[src/rtl/cr3_pkg.sv]
// shared types and constants for the 3x3 cramer solver
`timescale 1ns / 1ps
package cr3_pkg;
	localparam int QB = 33;
	localparam int OUT_W = 32;
	localparam logic [QB-1:0] LIM_POS = 33'h0_7FFF_FFFF;
	localparam logic [QB-1:0] LIM_NEG = 33'h0_8000_0000;

	typedef struct packed {
		logic valid;
		logic sing;
		logic neg;
		logic ovf;
	} dctl_t;
endpackage

[src/rtl/cr3_div_stage.sv]
// one restoring division step with its pipeline register
`timescale 1ns / 1ps
module cr3_div_stage #(
	parameter int DW = 52
) (
	input  logic                 clk,
	input  logic                 arst_n,
	input  logic                 en,
	input  cr3_pkg::dctl_t       ctl_in,
	input  logic [DW-1:0]        rem_in,
	input  logic [DW-1:0]        den_in,
	input  logic [cr3_pkg::QB-1:0] nb_in,
	input  logic [cr3_pkg::QB-1:0] q_in,
	output cr3_pkg::dctl_t       ctl_out,
	output logic [DW-1:0]        rem_out,
	output logic [DW-1:0]        den_out,
	output logic [cr3_pkg::QB-1:0] nb_out,
	output logic [cr3_pkg::QB-1:0] q_out
);
	import cr3_pkg::*;

	logic [DW:0]   t;
	logic          ge;
	dctl_t         ctl_s1;
	logic [DW-1:0] rem_s1, den_s1;
	logic [QB-1:0] nb_s1, q_s1;

	assign t  = {rem_in, nb_in[QB-1]};
	assign ge = t >= {1'b0, den_in};

	always_ff @(posedge clk or negedge arst_n) begin
		if (!arst_n) begin
			ctl_s1 <= '0;
		end else if (en) begin
			ctl_s1 <= ctl_in;
		end
	end

	always_ff @(posedge clk) begin
		if (en) begin
			rem_s1 <= ge ? DW'(t - {1'b0, den_in}) : t[DW-1:0];
			den_s1 <= den_in;
			nb_s1  <= {nb_in[QB-2:0], 1'b0};
			q_s1   <= {q_in[QB-2:0], ge};
		end
	end

	assign ctl_out = ctl_s1;
	assign rem_out = rem_s1;
	assign den_out = den_s1;
	assign nb_out  = nb_s1;
	assign q_out   = q_s1;
endmodule

[config.mk]
export PLATFORM = sky130hd
export DESIGN_NAME = cr3_div_stage
export DESIGN_NICKNAME = d
export VERILOG_FILES = /design/src/rtl/cr3_pkg.sv /design/src/rtl/cr3_div_stage.sv
export SDC_FILE = /design/constraint.sdc
export NUM_CORES = 1
export LEC_CHECK = 0
export BUFFER_PORTS_ARGS = -buffer_cell sky130_fd_sc_hd__clkbuf_2
export CAP_MARGIN = 10
export CORE_ASPECT_RATIO = 1.4
export CORE_MARGIN = 2
export CORE_UTILIZATION = 40
export CTS_CLUSTER_SIZE = 8
export DETAILED_ROUTE_END_ITERATION = 7
export PLACE_DENSITY = 0.7
export SKIP_CTS_REPAIR_TIMING = 1
export SLEW_MARGIN = 20
export SYNTH_ARGS = -nofsm -noshare
export SYNTH_HDL_FRONTEND = slang
export SYNTH_SLANG_ARGS = --single-unit
[constraint.sdc]
create_clock -name clk -period 0.8 [get_ports clk]
set_input_delay 0.12 -clock clk [delete_from_list [all_inputs] [get_ports clk]]
set_output_delay 0.12 -clock clk [all_outputs]
set_load 0.1 [all_outputs]
### Word-level counts from Yosys, hierarchy flattened

Cells that the tools add are included.

* reductions and logical operators: 0
* bitwise operators: 0
* shift-type cells: 0
* magnitude comparators: 1
* $mul: 0
* equal/unequal tests: 0
* divide/modulo/power cells: 0
* muxes and demuxes: 1
* add/sub/neg operators: 1

Operators by type and width (count)
* >= comparator 53 x 52 -> 1 bit: 1
* 2-to-1 mux 52 bit: 1
* subtractor 52 bit: 1

* bits in latches: 0
* memory bits (writable): 0
* bits in read-only memories: 0
* input bits: 177
* memories: 0
* register bits: 173

### Logic depth before layout (Yosys ltp)

* depth after elaboration: 2
* depth in mapped cells: 13

### Worst setup path after synthesis

OpenSTA, ideal clock, no wires.

* kind: input port to flip-flop
* start point: input port den_in[12]
* end point: register rem_s1[18] (netlist: rem_out[18]) (data pin)
* stages on the path: 11
* path buffers: 2
* arrival time: 2.424 ns
* slack: -1.887 ns
* cell sequence: inv_1 -> ha_1 -> clkbuf_1 -> nand2_1 -> a2111oi_2 -> nor3_2 -> nor3b_2 -> o21ai_2 -> a31oi_4 -> buf_4 -> mux2_1

* longest elaborated chain between the ends: 2
* elaborated cells on any way between the ends: 3

Ends and longest elaborated chain
* start, declared: line cr3_div_stage.sv:11 `input logic [DW-1:0] den_in,`
* subtractor 52 bit or >= comparator 53 x 52 -> 1 bit (tied branches): line cr3_div_stage.sv:41, cr3_div_stage.sv:29
* 2-to-1 mux 52 bit *: line cr3_div_stage.sv:41 `rem_s1 <= ge ? DW'(t - {1'b0, den_in}) : t[DW-1:0];`
* end signal, assigned: line cr3_div_stage.sv:41
* end, declared: line cr3_div_stage.sv:25 `logic [DW-1:0] rem_s1, den_s1;`

Mark *: on every way between the ends. The rest lies on a longest branch, timed or not.
A chain may end at the register's enable or synchronous reset.

### Worst setup path in the final report

* start point: input port rem_in[19]
* end point: register rem_s1[43] (netlist: rem_out[43]) (data pin)

* longest elaborated chain between the ends: 2
* elaborated cells on any way between the ends: 3

Ends and longest elaborated chain
* start, declared: line cr3_div_stage.sv:10 `input logic [DW-1:0] rem_in,`
* subtractor 52 bit or >= comparator 53 x 52 -> 1 bit (tied branches): line cr3_div_stage.sv:41, cr3_div_stage.sv:29
* 2-to-1 mux 52 bit *: line cr3_div_stage.sv:41

Marks and branches as above.

==> reports/metrics.cfg <==
[sta]
finalWorstSetupSlack_ps=-1690
fmax_ghz=0.401
period_needed_ps=2490
fin_crit_sh_pct=311
worst_clock_skew_ps=0
hold_violations=0
drv_slew=0
setup_viol=230
rsz0062_at_grt=yes
fin_tns_setup_ps=-152870

[critical_path]
path_class=input port to register
slowest_delay_ps=410
rr_endpoint=ctl_out[1]
worst-path-max-fanout=6
cp_top_family=buffers and inverters
start_kind=input port
r2r_start=ctl_out[1]
end_kind=register
critPathBufInv=5
cp_data_required_time_ps=1000
r2r_cells=1
r2r_slack_ps=-110
cp_slowest_cell=nor4_4
crit_top_cell=buf_4
crit_chain=clkbuf_2, ha_4, nand2_1, buf_4, nor2_4, nand4b_1, nor4_4, a2111oi_4, buf_4, a31oi_4, buf_12, clkbuf_16, mux2_4
critPathArrivalTime_ps=2690

[cells_and_area]
utilization_pct=85.2
layout.cells.non_filler=1861
area_delta_synth_final_pct=109
layout-drive-gt1-share_pct=55.8
fin_nets=1775

[power_and_ir_drop]
switchingPower_mw=16.2
ir_drop_mv=1.62
seqPwrFrac_pct=30.3
p_leak_nw=8.41
finalPower_mw=39.9
p_clk_share_pct=20.9
p_per_area_nw_per_um2=2070
swShare_pct=40.8
p_int_mw=23.6
power_frac_comb_pct=48.8

[synthesis]
synth_nets=1037
syn-instance-count=807
synth.distinct_cells=64
synth_flop_cell=edfxtp_1
yosys-top-cells-area=edfxtp_1 (55%), ha_1 (7.1%), a21oi_1 (5.2%)
ys_warn_count=0
synth.yosys.seq_area_share_pct=56.2
synth-edff-count=169
synth_top_area_share_pct=55.1
netlist_area_um2=9210
ys_async_sr_fraction_pct=2.31
synth_top_cell_by_area=edfxtp_1
post_synth.cell_area_avg_um2=11.4
ys_ff_latch=173
yosysMostFrequentCell=edfxtp_1
synth_commonest_cells=edfxtp_1 (169), a21oi_1 (96), inv_1 (78)

[floorplan]
die_x_um=132
start_util_pct=40.7
die_height_um=184
die_area_um2=24300
rows=65
coreArea_um2=22600
top_level_ports=351

[clock_tree]
root_buffer=clkbuf_16
cts.sinks=173
htree_levels=4
numCtsBuffers=17
clkTransAtPathRegs_ps=70
clkLatencyLatePin_ps=450
cts_tree=yes
cts_max_path_buffers=2

[route]
finalWirelength_um=40800
drc=0
postRouteAntennaNets=0
num_vias=9853
avgRoutedWirePerCell_um=21.9
dr.pass1.iters=5
viasPerCell=5.29
drt-initial-drc-count=621

[hold_path]
min_to=den_out[1]
worstHoldStart=den_in[1]
hold_class=input port to register
whs_path_depth=2

[global_route]
grt_usage_pct=26.8
antenna_found_initial=3
grt.overflow.total=0
grt_pass1_vias=9099
grt_max_degree=55
grt_pass1_wl_um=49700

[run_status]
failed_checks=setup timing
status=finished, violations left

[place]
gp_congestion=0.921
dp.cells=1665
portBuffers=348
place_hpwl_um=27000

[flow_run]
drv_cap=0

## sequential cells by signal (all words and copies together), names as in the netlist
signal	count
ctl_out	4
q_out	33
rem_out	52
den_out	52
nb_out	32
## cells in the final DEF, fill, tap and decap left out, drive strengths merged, types with 20 or more instances in the layout
cell type	instances
nor2	69
nand2	40
a21oi	96
ha	52
edfxtp	169
clkbuf	187
o21ai	34
xnor2	32
dlygate4sd3	122
a21o	20
buf	464
nand4	20
inv	81
## cells by family (layout without fill, tap and decap cells)
group                      count (synthesis)  in the layout  synth area share, %
AOI/OAI and AO/OA                        223            223                 15.5
xor gates and xnor gates                  45             45                 4.28
adders and majority gates                 53             53                 7.28
buffers and inverters                    113            864                 5.08
DFF                                      173            173                 56.2
muxes                                     18             18                 2.19
other                                      1              3               0.0407
and+or+nand+nor                          181            181                 9.47
## per-stage QoR
stage	cell area (um2)	setup WS (ps)	hold WS (ps)
floorplan	9610	-1730	-176
global placement	16000	-2200	-74.9
detailed placement	16000	-2270	-62.0
CTS	16600	-1810	-537
global route	19300	-1720	5.28
finish	19300	-1690	11.1
## how the worst max path moves through the flow
stage | slack (ps) | cells past startpoint | end | start
after CTS | -1810 | 14 | rem_out[24] | den_in[2]
after detailed placement | -2270 | 14 | rem_out[24] | den_in[2]
final | -1690 | 13 | rem_out[43] | rem_in[19]
after global placement | -2200 | 12 | rem_out[25] | den_in[1]
after floorplan | -1730 | 12 | rem_out[18] | den_in[9]
after global routing | -1720 | 13 | rem_out[18] | rem_in[19]
## per-layer routing
layer	part of all wire (%)	wire length [um]	track usage, %
met1	34	14000	27.2
met2	55	22400	52.3
met3	6.4	2600	7.33
met4	4.4	1800	8.99
met5	0.032	13	0
## final cells by class
class | count | area [um2]
antenna | 2 | 5.00
clock buffer | 19 | 443
clock inverter | 13 | 138
fill | 1109 | 3360
inverter | 78 | 315
multi-input combinational | 521 | 4660
sequential | 173 | 5190
tap | 301 | 377
timing repair buffer | 754 | 8130
## power by group through the flow
stage | Combinational [mW] | Clock (mW) | Sequential [mW]
6_report | 19.4 | 8.35 | 12.1
5_1_grt | 20.0 | 8.74 | 12.1
4_1_cts | 17.0 | 8.32 | 12.0
3_5_place_dp | 17.0 | 0 | 12.2
3_3_place_gp | 16.8 | 0 | 12.2
2_1_floorplan | 3.26 | 0 | 18.4
No activity file was read; power rests on OpenSTA's default activity.
